### src/ifri_pkg.sv
// ----------------------------------------------------------------------------
// ifri_pkg
// Types, register map and helpers shared by the IMU FIFO register interface.
// ----------------------------------------------------------------------------
package ifri_pkg;

  localparam int FIFO_SAMPLES     = 128;
  localparam int BYTES_PER_SAMPLE = 12;
  localparam int STORE_BYTES      = FIFO_SAMPLES * BYTES_PER_SAMPLE;
  localparam int ROW_W            = $clog2(FIFO_SAMPLES);
  localparam int CNT_W            = $clog2(STORE_BYTES + 1);
  localparam int CAP_W            = $clog2(FIFO_SAMPLES + 1);
  localparam int BYTE_IDX_W       = $clog2(BYTES_PER_SAMPLE);
  localparam int ROW_BITS         = 8 * BYTES_PER_SAMPLE;

  typedef enum logic [1:0] {
    OP_SAMPLE = 2'd0,
    OP_READ   = 2'd1,
    OP_WRITE  = 2'd2,
    OP_NONE   = 2'd3
  } op_e;

  typedef enum logic [1:0] {
    MODE_BYPASS    = 2'd0,
    MODE_STOP      = 2'd1,
    MODE_OVERWRITE = 2'd2,
    MODE_BYPASS_B  = 2'd3
  } fifo_mode_e;

  localparam logic [6:0] ADDR_ID        = 7'h00;
  localparam logic [6:0] ADDR_CTRL_LO   = 7'h02;
  localparam logic [6:0] ADDR_CTRL9     = 7'h0A;
  localparam logic [6:0] ADDR_WTM       = 7'h13;
  localparam logic [6:0] ADDR_FIFO_CTRL = 7'h14;
  localparam logic [6:0] ADDR_CNT_LO    = 7'h15;
  localparam logic [6:0] ADDR_STATUS    = 7'h16;
  localparam logic [6:0] ADDR_FIFO_DATA = 7'h17;
  localparam logic [6:0] ADDR_CMD_DONE  = 7'h2D;
  localparam logic [6:0] ADDR_READY     = 7'h2E;
  localparam logic [6:0] ADDR_TS_LO     = 7'h30;
  localparam logic [6:0] ADDR_TS_HI     = 7'h32;
  localparam logic [6:0] ADDR_OUT_LO    = 7'h35;
  localparam logic [6:0] ADDR_OUT_HI    = 7'h40;
  localparam logic [6:0] ADDR_RST_RES   = 7'h4D;
  localparam logic [6:0] ADDR_SOFT_RST  = 7'h60;

  localparam logic [7:0] ID_VALUE       = 8'h05;
  localparam logic [7:0] SOFT_RST_KEY   = 8'hB0;
  localparam logic [7:0] RST_RES_INIT   = 8'h80;
  localparam logic [7:0] CTRL1_INIT     = 8'h20;
  localparam logic [7:0] FIFO_CTRL_MASK = 8'h8F;
  localparam logic [7:0] CMD_ACK        = 8'h00;
  localparam logic [7:0] CMD_FIFO_RST   = 8'h04;
  localparam logic [7:0] CMD_FIFO_RD    = 8'h05;
  localparam logic [1:0] READY_ALL      = 2'h3;

  typedef struct packed {
    op_e                operation;
    logic [6:0]         reg_address;
    logic [7:0]         write_byte;
    logic signed [15:0] accel_x;
    logic signed [15:0] accel_y;
    logic signed [15:0] accel_z;
    logic signed [15:0] gyro_x;
    logic signed [15:0] gyro_y;
    logic signed [15:0] gyro_z;
  } in_item_t;

  typedef struct packed {
    logic [7:0] read_byte;
    logic       watermark_irq;
  } out_item_t;

  typedef struct packed {
    logic                  mem_sel;
    logic [BYTE_IDX_W-1:0] byte_idx;
    logic [7:0]            value;
    logic                  irq;
  } token_t;

  function automatic logic [CAP_W-1:0] cap_samples(input logic [1:0] size);
    logic [8:0] raw;
    raw = 9'd16 << size;
    if (raw > 9'(FIFO_SAMPLES)) raw = 9'(FIFO_SAMPLES);
    return CAP_W'(raw);
  endfunction

endpackage

### src/ifri_back.sv
// ----------------------------------------------------------------------------
// ifri_back
// Result queue: one pending entry plus output register, selects FIFO byte.
// ----------------------------------------------------------------------------
module ifri_back import ifri_pkg::*; (
  input  logic                clk_i,
  input  logic                rst_ni,
  input  logic                push_i,
  input  token_t              tok_i,
  input  logic [ROW_BITS-1:0] rdata_i,
  output logic                push_ready_o,
  output logic                out_valid_o,
  input  logic                out_stall_i,
  output out_item_t           out_data_o
);

  logic      a_valid_q, a_valid_d, o_valid_q, o_valid_d;
  token_t    a_tok_q;
  out_item_t o_q;
  logic      o_free, a_move;
  logic [7:0] byte_val;
  logic [BYTES_PER_SAMPLE-1:0][7:0] row_bytes;

  assign row_bytes    = rdata_i;
  assign o_free       = !o_valid_q || !out_stall_i;
  assign a_move       = a_valid_q && o_free;
  assign push_ready_o = !a_valid_q || a_move;
  assign byte_val     = a_tok_q.mem_sel ? row_bytes[a_tok_q.byte_idx] : a_tok_q.value;

  always_comb begin
    a_valid_d = push_i ? 1'b1 : (a_move ? 1'b0 : a_valid_q);
    o_valid_d = a_move ? 1'b1 : (o_free ? 1'b0 : o_valid_q);
  end

  always_ff @(posedge clk_i or negedge rst_ni) begin
    if (!rst_ni) begin
      a_valid_q <= 1'b0;
      o_valid_q <= 1'b0;
    end else begin
      a_valid_q <= a_valid_d;
      o_valid_q <= o_valid_d;
    end
  end

  always_ff @(posedge clk_i) begin
    if (push_i) a_tok_q <= tok_i;
    if (a_move) begin
      o_q.read_byte     <= byte_val;
      o_q.watermark_irq <= a_tok_q.irq;
    end
  end

  assign out_valid_o = o_valid_q;
  assign out_data_o  = o_q;

endmodule

### config.mk
export PLATFORM = sky130hd
export DESIGN_NAME = ifri_back
export DESIGN_NICKNAME = d
export VERILOG_FILES = /design/src/ifri_pkg.sv /design/src/ifri_back.sv
export SDC_FILE = /design/constraint.sdc
export NUM_CORES = 1
export LEC_CHECK = 0
export ABC_CLOCK_PERIOD_IN_PS = 2700
export BUFFER_PORTS_ARGS = -buffer_cell sky130_fd_sc_hd__buf_2
export CAP_MARGIN = 40
export CORE_MARGIN = 2
export CORE_UTILIZATION = 43
export CTS_CLUSTER_DIAMETER = 100
export CTS_CLUSTER_SIZE = 30
export DETAILED_ROUTE_END_ITERATION = 10
export PLACE_DENSITY = 0.92
export REMOVE_ABC_BUFFERS = 1
export SLEW_MARGIN = 40
export SYNTH_ARGS = -nofsm -noshare
export SYNTH_HDL_FRONTEND = slang
export SYNTH_SLANG_ARGS = --single-unit
export TNS_END_PERCENT = 1
### constraint.sdc
create_clock -name clk_i -period 2.7 [get_ports clk_i]
set_input_delay 0.135 -clock clk_i [delete_from_list [all_inputs] [get_ports clk_i]]
set_output_delay 0.135 -clock clk_i [all_outputs]
set_load 0.03 [all_outputs]
==> results.py, run 1 <==
metrics = {
    "placement": {
        "place_ws_ns": 0.610,
        "portBuffers": 124,
        "gp_congestion": 0.779,
        "hpwl_um": 3970,
    },
    "timing": {
        "tightest_slew_ns": 0.726,
        "skew_ns": 0.00488,
        "finalSetupViolCount": 0,
        "slew_headroom": 0.516,
        "drv_slew": 0,
        "post-route-min-period_ns": 2.05,
        "setup-tns-final_ns": 0,
        "rsz0062_at_grt": "no",
        "fin_ws_ns": 0.649,
        "max_freq_mhz": 488,
        "finalHoldViolCount": 0,
        "period_share": 0.760,
    },
    "floorplanning": {
        "start_util": 0.451,
        "fp.dieArea_mm2": 0.00438,
        "rows": 22,
        "die_w_um": 66.2,
        "core_area_mm2": 0.00369,
        "io_pins": 125,
        "die_y_um": 66.2,
    },
    "synth": {
        "synth_edf_count": 23,
        "async_reset_ff_frac": 0.0800,
        "synth-seq-cells": 25,
        "netlist_area_mm2": 0.00166,
        "yosys_most_used_dff": "edfxtp_1",
        "avgSynthCellArea_um2": 14.3,
        "synth_cell_types": 24,
        "yosysWarnings": 0,
        "ys_seq_area_frac": 0.445,
        "synth_cells": 116,
    },
    "route": {
        "vias": 1536,
        "drt_iter0_drc": 68,
        "ant_nets": 0,
        "via_per_inst": 5.39,
        "wl_um": 4650,
        "drc_errors": 0,
        "first_pass_iters": 4,
        "wl_per_cell_um": 16.3,
    },
    "run_status": {
        "status": "completed",
    },
    "critical_path": {
        "rr_endpoint": "out_data_o[2]",
        "start_kind": "flop",
        "crit_start": "a_tok_q[9]",
        "cp.required_ns": 2.73,
        "reg2reg_from": "a_tok_q[9]",
        "worstRegToRegCells": 4,
        "crit_arrival_ns": 2.08,
        "worstSetupPathType": "reg -> reg",
        "ff2ff_setup_slack_ns": 0.65,
        "cp_max_fo": 24,
        "endpoint_kind": "flop",
    },
    "power_and_ir_drop": {
        "p_leak_nw": 1.03,
        "internal_power_uw": 735,
        "switching_share": 0.276,
        "seq_power_share": 0.486,
        "peakVddDrop_mv": 0.375,
        "p_comb_frac": 0.287,
        "clockPowerShare": 0.227,
        "power.switching_uw": 280,
        "p_per_area_mw_per_mm2": 434,
    },
    "clocking": {
        "clock-root-buffer": "clkbuf_8",
        "cts.clk_slew.worst_paths_ns": 0.09,
        "cts_buffers": 3,
        "htree_levels": 1,
        "clock_latency_ns": 0.27,
        "clock_sinks": 25,
        "ctsLongestPathBuffers": 2,
        "cts_tree": "done",
    },
    "job": {
        "max-cap-violations": 0,
    },
    "min_path": {
        "hold_depth": 1,
        "holdPathEnd": "a_tok_q[11]",
        "hold_path.class": "in -> reg",
        "min_from": "tok_i[11]",
    },
    "global_route": {
        "grt_pass1_vias": 1545,
        "antenna_found_initial": 0,
        "grt_start_max_net_pins": 25,
        "grtUsageTotal": 0.216,
        "globalRouteOverflowTotal": 0,
        "grt_pass1_wl_um": 6920,
    },
    "final_layout": {
        "antennaDiodeCount": 0,
        "most-common-layout-cells": "buf_2, edfxtp_1, mux2_2",
        "drive_gt1_frac": 0.667,
        "final_common_cell": "buf_2",
        "finalNetCount": 352,
        "area_growth_pct": 40.6,
    },
}
-- cell families (layout without fill, tap and decap cells) --
family	count (synthesis)	count (layout)	synth area share
AND/OR/NAND/NOR	24	24	0.0790
flip-flops	25	25	0.445
buffers and inverters	9	130	0.0466
multiplexers	31	31	0.325
AO/OA/AOI/OAI	27	27	0.104
-- what timing repair did --
| item | 4_1_cts | 5_1_grt |
|---|---|---|
| buffers inserted | 0 | 0 |
| resized for setup | 0 | 0 |
| endpoints found under the hold margin | 2 | 0 |
| hold buffers | 1 | 0 |
-- layout make-up --
class,count,area [um2]
flip-flops and latches,25,741
repair buffers,126,638
clock buffers,3,41.3
multi-input cells,82,848
well taps,48,60.1
fillers,311,1350
clock inverters,1,8.76
-- power groups by stage --
stage | Sequential [mW] | Combinational, mW | Clock, mW
2_1_floorplan | 0.538 | 0.125 | 0
3_3_place_gp | 0.501 | 0.282 | 0
3_5_place_dp | 0.503 | 0.292 | 0
4_1_cts | 0.494 | 0.294 | 0.231
5_1_grt | 0.498 | 0.315 | 0.252
6_report | 0.493 | 0.291 | 0.230
-- per-layer routing --
layer / share of wire / global-route usage / up-vias
met1: 0.34 / 0.232 / 725
met5: 0 / 0 / -
met3: 0.084 / 0.0528 / 8
met4: 0.019 / 0.0740 / 0
li1: - / - / 717
met2: 0.55 / 0.408 / 86
-- worst max-delay path, stage by stage (launching register included) --
cell	delay [ns]
edfxtp_1	0.60
buf_4	0.42
mux4_2	0.55
a21oi_1	0.16
o21ai_1	0.08
-- per-stage QoR --
stage	hold WS, ns	power (mW)	std cells	utilization	instance area [um2]
finish	0.0337	1.01	285	0.634	2340
detailed placement	-0.0709	0.795	280	0.617	2280
CTS	0.0330	1.02	285	0.634	2340
global placement	-0.0803	0.783	280	0.616	2270
global route	0.0208	1.07	285	0.634	2340
floorplan	-0.161	0.663	107	-	1590
-- sequential cells by signal, indices dropped and copies added, names as in the netlist --
| name | count |
|---|---|
| a_tok_q | 14 |
| out_valid_o | 1 |
| a_valid_q | 1 |
| out_data_o | 9 |
-- cell usage after synthesis (3+ instances only) --
master	instances	area [um2]
nor2b_1	11	68.8
nand2b_1	3	18.8
a21oi_1	8	40.0
buf_2	3	15.0
mux2_2	15	169
mux4_2	13	293
o21ai_1	7	35.0
mux4_1	3	78.8
nor2_1	7	26.3
o221ai_1	7	61.3
edfxtp_1	23	691
-- worst max-delay path by stage --
stage | to | depth (start not counted)
floorplan | out_data_o[5] | 3
global placement | out_data_o[6] | 4
detailed placement | out_data_o[2] | 4
CTS | out_data_o[2] | 4
global route | out_data_o[7] | 4
finish | out_data_o[2] | 4
Power figures use the tool's default switching activity.
==> run 2: changes to the inputs <==
- ABC_CLOCK_PERIOD_IN_PS: 2700 -> 1700
- CORE_UTILIZATION: 43 -> 36
- PLACE_DENSITY: 0.92 -> 0.83
- clock period: 2.7 -> 1.7 ns (I/O delays scaled with it)
==> run 2 against run 1 <==
First-iteration DRC count decreased by 16%; sequential share of layout area decreased by 2.7 points; critical path depth is the same; critical endpoint is now out_data_o[4].
==> results.py, run 2 (synthesis results as in run 1) <==
metrics = {
    "route": {
        "drc_errors": 0,
        "wl_um": 4830,
        "via_per_inst": 5.04,
        "wl_per_cell_um": 15.5,
        "drt_iter0_drc": 57,
        "first_pass_iters": 4,
        "ant_nets": 0,
        "vias": 1566,
    },
    "critical_path": {
        "cp_max_fo": 9,
        "start_kind": "flop",
        "endpoint_kind": "flop",
        "cp.required_ns": 1.73,
        "worstSetupPathType": "reg -> reg",
        "crit_arrival_ns": 1.67,
    },
    "final_layout": {
        "final_common_cell": "buf_2",
        "largest_reg_flops": 14,
        "largest-register": "a_tok_q",
        "seqCellArea_um2": 741,
        "area_growth_pct": 53.6,
        "most-common-layout-cells": "buf_2, edfxtp_1, mux2_2, dlygate4sd3_1, mux4_2",
        "finalNetCount": 374,
        "drive_gt1_frac": 0.645,
        "fin_area_mm2": 0.00255,
        "nFillCells": 381,
        "antennaDiodeCount": 0,
        "multi_input_area_um2": 852,
    },
    "clocking": {
        "ctsLongestPathBuffers": 2,
        "clock_sinks": 25,
        "cts_tree": "done",
        "htree_levels": 1,
        "cts_buffers": 3,
        "clock_latency_ns": 0.27,
        "cts.clk_slew.worst_paths_ns": 0.09,
        "postCtsSetupRepairBufs": 0,
        "clock-root-buffer": "clkbuf_8",
    },
    "timing": {
        "finalSetupViolCount": 0,
        "skew_ns": 0.00194,
        "post-route-min-period_ns": 1.64,
        "rsz0062_at_grt": "yes",
        "max_freq_mhz": 610,
        "finalHoldViolCount": 0,
        "period_share": 0.964,
        "tightest_slew_ns": 0.404,
        "drv_slew": 0,
        "setup-tns-final_ns": 0,
        "slew_headroom": 0.730,
    },
    "global_route": {
        "grt_busiest_layer": "met2",
        "grt_pass1_vias": 1561,
        "grt_util_met2": 0.336,
        "grt_use_met1": 0.223,
        "grtUsageMet3": 0.0556,
        "antenna_found_initial": 0,
        "grt_start_max_net_pins": 17,
        "grt_pass1_wl_um": 7300,
        "grtUsageTotal": 0.188,
        "globalRouteOverflowTotal": 0,
    },
    "floorplanning": {
        "die_w_um": 72.0,
        "rows": 24,
        "io_pins": 125,
        "die_y_um": 72.0,
        "fp.dieArea_mm2": 0.00518,
        "start_util": 0.377,
        "core_area_mm2": 0.00441,
    },
    "run_status": {
        "status": "completed",
    },
    "placement": {
        "dpl-instance-area_mm2": 0.00234,
        "hpwl_um": 3840,
        "gp_congestion": 0.842,
        "portBuffers": 124,
    },
    "job": {
        "max-cap-violations": 0,
    },
    "power_and_ir_drop": {
        "peakVddDrop_mv": 0.591,
        "p_leak_nw": 1.14,
        "p_per_area_mw_per_mm2": 656,
    },
    "min_path": {
        "hold_path.class": "in -> reg",
    },
}
## run 2: critical path, cell delays in order, from the launching register on
cell      delay (ns)
edfxtp_1        0.44
buf_6           0.19
mux4_2          0.52
a21oi_2         0.18
o21ai_1         0.08
## run 2: final cells by class
class                           count  area share
Multi-Input combinational cell     82       0.334
Timing Repair Buffer              148       0.331
Sequential cell                    25       0.290
Tap cell                           52      0.0255
Clock buffer                        3      0.0162
Clock inverter                      1     0.00343
## run 2: path summary, 6_finish.rpt
kind                            slack, ns         from  depth (start not counted)       endpoint
worst max-delay path                 0.06   a_tok_q[9]                          4  out_data_o[4]
worst min-delay path                 0.05  out_stall_i                          2    out_valid_o
worst max register to register       0.06   a_tok_q[9]                          4  out_data_o[4]
worst min register to register       0.49   a_tok_q[0]                          0  out_data_o[0]
max in group asynchronous            1.48       rst_ni                          2      a_valid_q
min in group asynchronous            0.13       rst_ni                          2    out_valid_o
## run 2: timing repair
action	in CTS	in global routing
endpoints found under the setup margin	1	6
gates cloned	0	0
gates resized for setup	1	4
hold buffers	15	0
hold endpoints to repair	16	0
## run 2: layer usage
layer	up-vias	part of all wire
met3	4	0.075
li1	763	-
met5	-	0
met1	716	0.39
met2	83	0.52
met4	0	0.011
## run 2: power by group
| group | leakage, nW | switching, mW | internal [mW] | total, mW |
|---|---|---|---|---|
| sequential | 0.246 | 0.0248 | 0.740 | 0.765 |
| combinational | 0.863 | 0.235 | 0.298 | 0.534 |
| clock | 0.0261 | 0.204 | 0.172 | 0.376 |
## run 2: metrics by stage
step           total power, mW  hold slack, ns  setup slack (ns)  cells  utilization
5_1_grt                   1.76          0.0396           -0.0128    311        0.579
2_1_floorplan             1.05          -0.211            -0.543    107            -
4_1_cts                   1.69          0.0455            0.0327    311        0.576
3_5_place_dp              1.28          -0.129            0.0134    292        0.530
6_report                  1.67          0.0522            0.0615    311        0.579
3_3_place_gp              1.27          -0.130            0.0589    292        0.530
